**src/rtl/tia_pkg.sv**
```systemverilog
// shared types, codes and constants for the typed integer alu
package tia_pkg;

  localparam int unsigned DataW = 32;
  localparam int unsigned DivCells = 32;

  typedef enum logic [3:0] {
    FN_ADD = 4'd0, FN_SUB = 4'd1, FN_MUL = 4'd2, FN_DIV = 4'd3, FN_MOD = 4'd4,
    FN_LT = 4'd5, FN_LE = 4'd6, FN_GT = 4'd7, FN_GE = 4'd8, FN_EQ = 4'd9,
    FN_NE = 4'd10, FN_AND = 4'd11, FN_OR = 4'd12, FN_XOR = 4'd13, FN_CAST = 4'd14,
    FN_NONE = 4'd15
  } func_t;

  typedef enum logic [1:0] {
    TY_SHORT = 2'd0, TY_INT = 2'd1, TY_LONG = 2'd2, TY_BOOL = 2'd3
  } vtype_t;

  typedef enum logic [2:0] {
    ER_OK = 3'd0, ER_BOOL_ARITH = 3'd1, ER_DIV_ZERO = 3'd2, ER_BOOL_ORDER = 3'd3,
    ER_BOOL_BITWISE = 3'd4, ER_NOT_INT = 3'd5
  } err_t;

  typedef struct packed {
    logic [3:0]        func;
    logic signed [31:0] left_value;
    logic [1:0]        left_type;
    logic signed [31:0] right_value;
    logic [1:0]        right_type;
    logic [1:0]        target_type;
  } in_item_t;

  typedef struct packed {
    logic signed [31:0] result_value;
    logic [1:0]         result_type;
    logic [2:0]         error_code;
  } out_item_t;

  // item context carried along the divider chain
  typedef struct packed {
    logic        valid;
    logic        is_div;     // result comes from the quotient
    logic        is_mod;     // result comes from the remainder
    logic        neg_q;
    logic        neg_r;
    logic        short_res;  // sign-extend from 16 bits at the end
    logic [31:0] value;      // finished value for non-divide items
    logic [1:0]  rtype;
    logic [2:0]  err;
  } ctl_t;

  function automatic logic [31:0] sext16(input logic [31:0] x);
    sext16 = {{16{x[15]}}, x[15:0]};
  endfunction

  function automatic logic [31:0] read_as(input logic [31:0] v, input logic [1:0] t);
    case (t)
      TY_SHORT: read_as = sext16(v);
      TY_BOOL:  read_as = {31'd0, v != 32'd0};
      default:  read_as = v;
    endcase
  endfunction

endpackage

```
**src/rtl/tia_div_cell.sv**
```systemverilog
// one restoring-division cell: settles one quotient bit, hands on to the next
module tia_div_cell #(
  parameter int unsigned W = tia_pkg::DataW
) (
  input  logic          clk,
  input  logic          rst_n,
  input  logic          adv,
  input  tia_pkg::ctl_t ctl_in,
  input  logic [W-1:0]  rem_in,
  input  logic [W-1:0]  quo_in,   // dividend bits shift out as quotient bits shift in
  input  logic [W-1:0]  dsr_in,
  output tia_pkg::ctl_t ctl_out,
  output logic [W-1:0]  rem_out,
  output logic [W-1:0]  quo_out,
  output logic [W-1:0]  dsr_out
);
  logic [W:0] trial, diff;
  logic [W-1:0] rem_nxt;
  logic ge;
  tia_pkg::ctl_t ctl_r;
  logic [W-1:0] rem_r, quo_r, dsr_r;

  always_comb begin
    trial = {rem_in, quo_in[W-1]};
    diff = trial - {1'b0, dsr_in};
    ge = !diff[W];
    rem_nxt = ge ? diff[W-1:0] : trial[W-1:0];
  end

  always_ff @(posedge clk) begin
    if (!rst_n) begin
      ctl_r.valid <= 1'b0;
    end else if (adv) begin
      ctl_r.valid <= ctl_in.valid;
    end
    if (adv) begin
      ctl_r.is_div <= ctl_in.is_div;
      ctl_r.is_mod <= ctl_in.is_mod;
      ctl_r.neg_q <= ctl_in.neg_q;
      ctl_r.neg_r <= ctl_in.neg_r;
      ctl_r.short_res <= ctl_in.short_res;
      ctl_r.value <= ctl_in.value;
      ctl_r.rtype <= ctl_in.rtype;
      ctl_r.err <= ctl_in.err;
      rem_r <= rem_nxt;
      quo_r <= {quo_in[W-2:0], ge};
      dsr_r <= dsr_in;
    end
  end

  assign ctl_out = ctl_r;
  assign rem_out = rem_r;
  assign quo_out = quo_r;
  assign dsr_out = dsr_r;
endmodule
```
**config.mk**
```make
export PLATFORM = sky130hd
export DESIGN_NAME = tia_div_cell
export DESIGN_NICKNAME = d
export VERILOG_FILES = /design/src/rtl/tia_pkg.sv /design/src/rtl/tia_div_cell.sv
export SDC_FILE = /design/constraint.sdc
export NUM_CORES = 1
export LEC_CHECK = 0
export ABC_AREA = 1
export BUFFER_PORTS_ARGS = -buffer_cell sky130_fd_sc_hd__clkbuf_2
export CORE_MARGIN = 2
export CORE_UTILIZATION = 45
export DETAILED_ROUTE_END_ITERATION = 10
export PLACE_DENSITY = 0.8
export SETUP_SLACK_MARGIN = 0.5
export SYNTH_ARGS = -nofsm -noshare
export SYNTH_HDL_FRONTEND = slang
export SYNTH_SLANG_ARGS = --single-unit
```
**constraint.sdc**
```tcl
create_clock -name clk -period 2.42 [get_ports clk]
set_clock_uncertainty 0.15 [all_clocks]
set_input_delay 0.484 -clock clk [delete_from_list [all_inputs] [get_ports clk]]
set_output_delay 0.484 -clock clk [all_outputs]
set_load 0.02 [all_outputs]
```
==> metrics.md <==
| Metric | Value |
|---|---|
| Run status | finished clean |
| Crit share post-route | between 90% and 100% |
| Io pins | 281 |
| Synth top area share | a little under three fifths |
| Worst Slack Setup Final | roughly 210 ps |
| Final setup fails | 0 |
| Ant diodes | 0 |
| Post-DP HPWL | between 15 and 20 mm |
| Area share of and/or/nand/nor cells after synthesis | 24.9% |
| Max Cap Viol | 0 |
| Sequential share of the synthesized area | 55.9% |
| Root Driver | clkbuf_16 |
| Yosys reg bits | 139 |
| Crit Path Category | in2reg |
| Post-Syn Area | roughly 7500 um^2 |
| Synth Area in Compound Gates | 2.72% |
| Peak supply drop | 0.463 mV |
| Number of core rows | between 40 and 50 |
| Synth Net Count | 1,000 |
| Largest cells by area after synthesis | edfxtp_1, nand2_1, inv_1, ha_1, nand2_2 |
| Worst-skew pair later-pin latency | 420 ps |
| Pleak | 5.78 nW |
| Fin. max-slew vios | 0 |
| RSZ-0062 raised after global routing | true |
| Biggest area consumer among synthesized cells | edfxtp_1 |
| Avg WL per Cell | 15.4 um |
| CTS tree | built |
| Die area | between 15,000 and 20,000 um^2 |
| First-pass GRT wire length | 34.0 mm |
| Final hold vios | 0 |
| CP max FO | 8 |
| Die width | about 130 um |
| Die Span Y | 133 um |
| Syn. warnings | 0 |
| Cell Pwr Density | 681 nW/um^2 |
| Post-synthesis adder-cell area fraction | around 5.6% |
| Total Neg Setup Slack | 0 ps |
| Max Freq | 453 MHz |
| Initial Utilization | 45.4% |
| Layout cells sized above 1 | 43.0% |
| DRC violations left | 0 |
| Synth cell types | 32 |
| Largest family of logic cells by synthesized area | simple AND/OR/NAND/NOR gates |
| First drt pass iteration count | 8 |
| Crit. End Element | flop |
| Vias in the first global route | roughly 6,700 |
| Register area | 4160 um^2 |
| EDFF count, synth | 138 |
| Final ANT Viol Nets | 0 |
| Worst slack at placement | -296 ps |
| Post-synthesis xor/xnor area fraction | 1.76% |
| DRT iter0 DRCs | 590 |
| Synthesized area per cell | 9.03 um^2 |
| Min Tclk post-route | 2210 ps |
| Vias | about 7,000 |
| Via-to-Cell Ratio | 4.78 |
| Share of synthesized flip-flops with an asynchronous set or reset | 0% |
| CTS Buf Count | 17 |
| Synth top cells by count | nand2_1, inv_1, edfxtp_1 |
| Clk sinks | approximately 140 |
| Multi-input gate area | 3120 um^2 |
| Worst slew pin tran | 377 ps |
| Critical Path Start Type | input port |
| WP data required | 2560 ps |
| CTS clk-pin slew, worst paths | around 60 ps |
| Nets | approximately 1,400 |
| Fin Hold WS | 76.9 ps |
| Final wirelength | 22.6 mm |
| Fill cell total of the finished layout | about 1,300 |
| Clock tree buffer depth | 2 |
| Hold WC Path Type | in2reg |
| H-tree levels | 4 |
| Synth-to-layout area growth | 49.1% |
| Slew margin rel. | between 70% and 80% |
| Multiplexer area fraction after synthesis | 0% |
| Core area | roughly 16,000 um^2 |
| Grt total ovfl | 0 |
| Pwr Total | 7.57 mW |
| Mapped Cells | between 800 and 900 |
| Initial antenna violation count | 0 |
| Pin count of the biggest net entering global routing | 42 |
| Final GP Congestion | 0.993 |
| Number of buffers added on ports | 280 |
| CP Data Arrival Time | between 2000 and 2500 ps |
| Top FF cell, synth | edfxtp_1 |
| Most frequent cell after synthesis | nand2_1 |
| All-Layer GR Usage | 25.3% |
-- per-layer routing --
metal / vias to the layer above / share of wire (%) / global-route usage, %
met5: - / 0 / 0
met4: 0 / 4.0 / 12.5
met3: 70 / 7.5 / 5.36
met2: 322 / 51 / 45.0
met1: 3181 / 38 / 28.9
li1: 3449 / - / -
-- logic make-up (layout without fill, tap and decap cells) --
family / Yosys count / count (layout)
adders and majority gates: 33 / 33
xor gates and xnor gates: 15 / 15
and+or+nand+nor: 438 / 445
buffers and inverters: 166 / 584
DFF: 139 / 139
AOI/OAI and AO/OA: 34 / 34
-- final timing paths --
kind | endpoint | startpoint | cells past startpoint | slack [ps]
setup / recovery | rem_out[9]$_DFFE_PP_ | dsr_in[27] | 16 | 210
hold / removal | quo_out[30]$_DFFE_PP_ | quo_in[29] | 1 | 80
setup reg to reg | ctl_out[42]$_SDFFE_PN0P_ | ctl_out[42]$_SDFFE_PN0P_ | 2 | 1640
hold reg to reg | ctl_out[42]$_SDFFE_PN0P_ | ctl_out[42]$_SDFFE_PN0P_ | 2 | 390
-- layout make-up --
cell class | instances | area share [%]
well taps | 220 | 2.48
clock inverters | 15 | 1.34
repair buffers | 392 | 21.3
inverters | 160 | 5.47
clock buffers | 17 | 3.83
multi-input cells | 527 | 28.1
flip-flops and latches | 139 | 37.5
-- cell usage in the layout (no fill, tap or decap), types with 2 or more instances in the layout --
| cell | count |
|---|---|
| a21oi_1 | 21 |
| a21oi_2 | 4 |
| and2_1 | 4 |
| buf_12 | 6 |
| buf_4 | 101 |
| buf_6 | 6 |
| clkbuf_16 | 18 |
| clkbuf_2 | 278 |
| clkinv_1 | 2 |
| clkinvlp_4 | 3 |
| edfxtp_1 | 138 |
| ha_1 | 17 |
| ha_4 | 15 |
| inv_1 | 151 |
| inv_2 | 7 |
| inv_6 | 7 |
| inv_8 | 3 |
| nand2_1 | 281 |
| nand2_2 | 56 |
| nand2_4 | 4 |
| nand2_8 | 11 |
| nand3_1 | 28 |
| nand3_4 | 2 |
| nand3b_1 | 2 |
| nand4_1 | 8 |
| nor2_1 | 30 |
| nor2_2 | 9 |
| nor3_1 | 5 |
| o21bai_1 | 7 |
| xor2_1 | 14 |
-- stage by stage --
step	cells	util (%)	cell area, um^2
2_1_floorplan	825	-	7490
3_3_place_gp	1419	60.2	9880
3_5_place_dp	1419	60.2	9880
4_1_cts	1468	66.1	10900
5_1_grt	1470	67.7	11100
6_report	1470	67.7	11100
-- what timing repair did --
item | in CTS | in global routing
pin swaps | 17 | 17
setup endpoints to repair | 33 | 33
gates resized for setup | 43 | 40
buffers inserted | 10 | 2
hold buffers | 0 | 0
cloned | 7 | 0
-- power breakdown --
| part | leakage [nW] | internal, mW | switching (mW) |
|---|---|---|---|
| Combinational | 4.15 | 0.793 | 1.23 |
| Sequential | 1.36 | 2.92 | 0.0618 |
| Clock | 0.274 | 1.45 | 1.12 |
| Total | 5.78 | 5.16 | 2.41 |
-- critical path, cell delays in order --
cell      delay [ps]
clkbuf_2          90
inv_1             40
ha_1             320
nand2_2          110
inv_1             40
nand2_1           60
nand2_1           90
nand2_1           70
nand2_1           70
a21oi_4          230
buf_6            140
nand3_4          110
buf_6            160
nand2_8          120
nand2_1           80
nand2_1          100
-- state kept, by name, indices dropped and copies added, names as in the netlist --
| signal | flops |
|---|---|
| ctl_out | 43 |
| dsr_out | 32 |
| quo_out | 32 |
| rem_out | 32 |
Power figures use the tool's default switching activity.
