**config.mk**
```make
export PLATFORM = sky130hd
export DESIGN_NAME = tia_front
export DESIGN_NICKNAME = d
export VERILOG_FILES = /design/src/rtl/tia_pkg.sv /design/src/rtl/tia_front.sv
export SDC_FILE = /design/constraint.sdc
export NUM_CORES = 2
export LEC_CHECK = 0
export BUFFER_PORTS_ARGS = -buffer_cell sky130_fd_sc_hd__clkbuf_2
export CELL_PAD_IN_SITES_DETAIL_PLACEMENT = 1
export CELL_PAD_IN_SITES_GLOBAL_PLACEMENT = 1
export CORE_ASPECT_RATIO = 0.75
export CORE_UTILIZATION = 48
export DETAILED_ROUTE_END_ITERATION = 16
export PLACE_DENSITY = 0.89
export SYNTH_ARGS = -nofsm -noshare
export SYNTH_HDL_FRONTEND = slang
export SYNTH_SLANG_ARGS = --single-unit
```
**constraint.sdc**
```tcl
create_clock -name vclk -period 12.5
set_clock_uncertainty 0.05 [all_clocks]
set_input_delay 0.625 -clock vclk [all_inputs]
set_output_delay 0.625 -clock vclk [all_outputs]
set_load 0.005 [all_outputs]
```
**src/rtl/tia_pkg.sv**
```systemverilog
// shared types, codes and constants for the typed integer alu
package tia_pkg;

  localparam int unsigned DataW = 32;
  localparam int unsigned DivCells = 32;

  typedef enum logic [3:0] {
    FN_ADD = 4'd0, FN_SUB = 4'd1, FN_MUL = 4'd2, FN_DIV = 4'd3, FN_MOD = 4'd4,
    FN_LT = 4'd5, FN_LE = 4'd6, FN_GT = 4'd7, FN_GE = 4'd8, FN_EQ = 4'd9,
    FN_NE = 4'd10, FN_AND = 4'd11, FN_OR = 4'd12, FN_XOR = 4'd13, FN_CAST = 4'd14,
    FN_NONE = 4'd15
  } func_t;

  typedef enum logic [1:0] {
    TY_SHORT = 2'd0, TY_INT = 2'd1, TY_LONG = 2'd2, TY_BOOL = 2'd3
  } vtype_t;

  typedef enum logic [2:0] {
    ER_OK = 3'd0, ER_BOOL_ARITH = 3'd1, ER_DIV_ZERO = 3'd2, ER_BOOL_ORDER = 3'd3,
    ER_BOOL_BITWISE = 3'd4, ER_NOT_INT = 3'd5
  } err_t;

  typedef struct packed {
    logic [3:0]        func;
    logic signed [31:0] left_value;
    logic [1:0]        left_type;
    logic signed [31:0] right_value;
    logic [1:0]        right_type;
    logic [1:0]        target_type;
  } in_item_t;

  typedef struct packed {
    logic signed [31:0] result_value;
    logic [1:0]         result_type;
    logic [2:0]         error_code;
  } out_item_t;

  // item context carried along the divider chain
  typedef struct packed {
    logic        valid;
    logic        is_div;     // result comes from the quotient
    logic        is_mod;     // result comes from the remainder
    logic        neg_q;
    logic        neg_r;
    logic        short_res;  // sign-extend from 16 bits at the end
    logic [31:0] value;      // finished value for non-divide items
    logic [1:0]  rtype;
    logic [2:0]  err;
  } ctl_t;

  function automatic logic [31:0] sext16(input logic [31:0] x);
    sext16 = {{16{x[15]}}, x[15:0]};
  endfunction

  function automatic logic [31:0] read_as(input logic [31:0] v, input logic [1:0] t);
    case (t)
      TY_SHORT: read_as = sext16(v);
      TY_BOOL:  read_as = {31'd0, v != 32'd0};
      default:  read_as = v;
    endcase
  endfunction

endpackage

```
**src/rtl/tia_front.sv**
```systemverilog
// operand reading, promotion, checks and all operations other than divide and modulo
module tia_front (
  input  tia_pkg::in_item_t item,
  input  logic              item_valid,
  output tia_pkg::ctl_t     ctl,
  output logic [31:0]       mag_a,
  output logic [31:0]       mag_b
);
  logic [31:0] a, b, ua, ub, val, prod;
  logic [1:0] pt, rt;
  logic [2:0] err;
  logic any_bool, slt_ab, slt_ba, c, is_dv, is_md;

  always_comb begin
    a = tia_pkg::read_as(item.left_value, item.left_type);
    b = tia_pkg::read_as(item.right_value, item.right_type);
    if (item.left_type == tia_pkg::TY_LONG || item.right_type == tia_pkg::TY_LONG)
      pt = tia_pkg::TY_LONG;
    else if (item.left_type == tia_pkg::TY_INT || item.right_type == tia_pkg::TY_INT)
      pt = tia_pkg::TY_INT;
    else if (item.left_type == tia_pkg::TY_BOOL && item.right_type == tia_pkg::TY_BOOL)
      pt = tia_pkg::TY_BOOL;
    else
      pt = tia_pkg::TY_SHORT;
    any_bool = item.left_type == tia_pkg::TY_BOOL || item.right_type == tia_pkg::TY_BOOL;
    slt_ab = $signed(a) < $signed(b);
    slt_ba = $signed(b) < $signed(a);
    // only the low word of the product is ever used
    prod = a * b;
    ua = a[31] ? 32'd0 - a : a;
    ub = b[31] ? 32'd0 - b : b;
    val = '0;
    rt = tia_pkg::TY_SHORT;
    err = tia_pkg::ER_OK;
    is_dv = 1'b0;
    is_md = 1'b0;
    c = 1'b0;
    case (tia_pkg::func_t'(item.func))
      tia_pkg::FN_ADD, tia_pkg::FN_SUB, tia_pkg::FN_MUL, tia_pkg::FN_DIV,
      tia_pkg::FN_MOD: begin
        if (any_bool) err = tia_pkg::ER_BOOL_ARITH;
        else if ((item.func == tia_pkg::FN_DIV || item.func == tia_pkg::FN_MOD)
                 && (pt == tia_pkg::TY_SHORT ? tia_pkg::sext16(b) : b) == 32'd0)
          err = tia_pkg::ER_DIV_ZERO;
        else begin
          rt = pt;
          case (tia_pkg::func_t'(item.func))
            tia_pkg::FN_ADD: val = a + b;
            tia_pkg::FN_SUB: val = a - b;
            tia_pkg::FN_MUL: val = prod;
            tia_pkg::FN_DIV: is_dv = 1'b1;
            default:         is_md = 1'b1;
          endcase
          if (pt == tia_pkg::TY_SHORT) val = tia_pkg::sext16(val);
        end
      end
      tia_pkg::FN_LT, tia_pkg::FN_LE, tia_pkg::FN_GT, tia_pkg::FN_GE,
      tia_pkg::FN_EQ, tia_pkg::FN_NE: begin
        if (pt == tia_pkg::TY_BOOL && item.func <= tia_pkg::FN_GE)
          err = tia_pkg::ER_BOOL_ORDER;
        else begin
          case (tia_pkg::func_t'(item.func))
            tia_pkg::FN_LT: c = slt_ab;
            tia_pkg::FN_LE: c = !slt_ba;
            tia_pkg::FN_GT: c = slt_ba;
            tia_pkg::FN_GE: c = !slt_ab;
            tia_pkg::FN_EQ: c = a == b;
            default:        c = a != b;
          endcase
          val = {31'd0, c};
          rt = tia_pkg::TY_INT;
        end
      end
      tia_pkg::FN_AND, tia_pkg::FN_OR, tia_pkg::FN_XOR: begin
        if (any_bool) err = tia_pkg::ER_BOOL_BITWISE;
        else if (pt != tia_pkg::TY_INT) err = tia_pkg::ER_NOT_INT;
        else begin
          rt = tia_pkg::TY_INT;
          case (tia_pkg::func_t'(item.func))
            tia_pkg::FN_AND: val = a & b;
            tia_pkg::FN_OR:  val = a | b;
            default:         val = a ^ b;
          endcase
        end
      end
      tia_pkg::FN_CAST: begin
        val = (item.target_type == item.left_type) ? a : tia_pkg::read_as(a, item.target_type);
        rt = item.target_type;
      end
      default: ;
    endcase
    ctl.valid = item_valid;
    ctl.is_div = is_dv;
    ctl.is_mod = is_md;
    ctl.neg_q = a[31] ^ b[31];
    ctl.neg_r = a[31];
    ctl.short_res = pt == tia_pkg::TY_SHORT;
    ctl.value = val;
    ctl.rtype = rt;
    ctl.err = err;
    mag_a = ua;
    mag_b = ub;
  end
endmodule

```
==> results.py <==
metrics = {
    "final_layout": {
        "drive_gt1_share_pct": 9.88,
        "seq_cells": 0,
        "syn_to_final_growth_pct": 7.65,
        "nClkBuffers": 0,
        "seqCellArea_um2": 0,
        "nNetsFinal": 4008,
        "fillCellCount": 6209,
    },
    "global_route": {
        "grt_pass1_wl_um": 180000,
        "gr-total-overflow": 0,
        "antenna_found_initial": 6,
        "grt_max_degree": 38,
        "grt_pass1_vias": 27300,
        "track_usage_pct": 48.9,
    },
    "floorplanning": {
        "coreArea_um2": 48900,
        "rows": 70,
        "initial_core_util_pct": 48.7,
        "die-area_um2": 50500,
        "die_h_um": 195,
        "io_pins": 182,
        "die_x_um": 259,
    },
    "setup_path": {
        "cpPeakStageDelay_ns": 1.20,
        "path_max_fanout": 26,
        "end_kind": "output port",
        "worstPathRequired_ns": 11.82,
        "crit_type": "input port to output port",
        "slowest_stage": "and2_1",
        "cp-start-kind": "input port",
        "arrival_ns": 11.36,
    },
    "timing": {
        "drv_slew": 0,
        "slew_headroom_pct": 1.06,
        "worst_pin_slew_ns": 1.47,
        "clock.fmax_ghz": 0.0831,
        "finalCritPeriodShare_pct": 96.3,
        "period_needed_ns": 12.04,
        "hold_viol_final": 0,
        "fin_setup_tns_ns": 0,
        "rsz0062_at_grt": "false",
        "finalSetupViolCount": 0,
    },
    "run_status": {
        "violations": "capacitance limit",
        "status": "complete, but fails checks",
    },
    "synthesis": {
        "synth_compound_area_share_pct": 16.0,
        "synth_top_cells_by_count": "552 x inv_1, 470 x nand2_1, 410 x fa_1",
        "yosys.area_share.adder_pct": 48.3,
        "synthDistinctLibCells": 84,
        "yosys.area.top_type": "fa_1",
        "synthMuxAreaShare_pct": 0.210,
        "synth_top_family_by_area": "adder cells",
        "yosys.area_share.simple_pct": 18.2,
        "synth_seq_area_share_pct": 0,
        "netlist_top_cells_area": "fa_1 34%, ha_1 14%, inv_1 8.7%",
        "synth_most_common_cell": "inv_1",
        "ys_warn_count": 0,
        "synth_top_area_share_pct": 34.5,
        "synth_nets": 3894,
        "synth_xor_area_share_pct": 5.47,
        "syn_area_um2": 23800,
        "avgSynthCellArea_um2": 7.57,
        "syn_inst": 3146,
    },
    "routing": {
        "drt_pre_antenna_iters": 7,
        "vias": 25500,
        "viasPerCell": 6.53,
        "wire_per_inst_um": 31.5,
        "ant_nets": 0,
        "drt_iter0_drc": 3054,
        "wirelength_um": 123000,
        "post-route-drc-count": 0,
    },
    "placement": {
        "io_buffers": 180,
        "globalplace.congestion": 1.05,
        "dp_hpwl_um": 97400,
    },
    "clock_network": {
        "post_cts_resized": 0,
        "cts_setup_buffers": 0,
        "ctsHoldBuffers": 0,
    },
    "flow_run": {
        "max-cap-violations": 1,
    },
    "worst_hold_path": {
        "worstHoldPathType": "input port to output port",
    },
}
-- per-layer routing --
layer | global-route usage [%] | part of all wire (%) | up-vias | routed length [um]
li1 | - | - | 10300 | -
met1 | 62.1 | 37 | 12800 | 45800
met2 | 70.9 | 41 | 1915 | 51100
met3 | 18.3 | 14 | 544 | 17800
met4 | 28.1 | 6.9 | 2 | 8560
met5 | 0 | 0.014 | - | 17
-- layout by cell type (no fill, tap or decap), types with 6 or more instances in the layout --
cell / synthesis / routed
inv_2: 10 / 10
or4_1: 9 / 9
nor3b_1: 6 / 6
ha_1: 263 / 263
nand2b_1: 21 / 21
fa_1: 410 / 410
nor2b_1: 27 / 27
o21a_1: 9 / 9
nor2_1: 321 / 320
a21oi_1: 149 / 146
o22ai_1: 14 / 14
xor2_1: 25 / 25
nand3_1: 22 / 21
xnor2_1: 116 / 116
o211ai_1: 13 / 13
o21bai_1: 12 / 12
inv_1: 552 / 552
nand2_1: 470 / 470
o21ai_0: 124 / 124
a21o_1: 29 / 29
o31ai_1: 25 / 25
and2_1: 16 / 16
o221ai_1: 38 / 38
a221oi_1: 41 / 41
clkinv_1: 19 / 19
a31oi_1: 25 / 24
buf_4: 3 / 95
or3_1: 11 / 11
nor3_1: 38 / 36
a221o_1: 10 / 10
clkbuf_2: 0 / 180
a21oi_2: 5 / 8
or2_2: 9 / 9
and3_1: 12 / 12
nor4_1: 11 / 11
a211oi_1: 14 / 14
nand4_1: 11 / 11
-- cell families (layout without fill, tap and decap cells) --
| logic type | count (synthesis) | count (layout) |
|---|---|---|
| mux | 5 | 5 |
| other cells | 0 | 3 |
| buf+inv | 745 | 857 |
| fa+ha+maj | 673 | 673 |
| xor+xnor | 144 | 144 |
| compound gates | 573 | 573 |
| simple gates | 1006 | 1006 |
-- stage by stage --
stage	hold WS, ns	std cells	util [%]	cell area, um^2	setup slack, ns
floorplan	1.22	3146	-	23800	3.24
global placement	1.20	3906	52.5	25600	0.848
detailed placement	1.20	3906	52.5	25600	0.699
CTS	1.20	3906	52.5	25600	0.687
global route	1.20	3906	52.5	25600	0.393
finish	1.20	3909	52.5	25600	0.461
-- critical path, delay by kind of cell --
family	cells	cell delay [ns]
mux	1	0.28
buf+inv	11	1.96
compound gates	7	2.19
simple gates	3	2.21
fa+ha+maj	10	4.02
-- final timing paths --
kind	start	depth (start not counted)	slack, ns	to
worst max-delay path	item[37]	32	0.46	ctl[23]
worst min-delay path	item_valid	0	1.20	ctl[42]
-- layout make-up --
cell class	count	area, um^2	share of cell area (%)
diodes	3	7.51	0.0293
repair buffers	275	1610	6.29
multi-input cells	2401	21000	82.0
inverters	582	2190	8.54
well taps	648	811	3.16
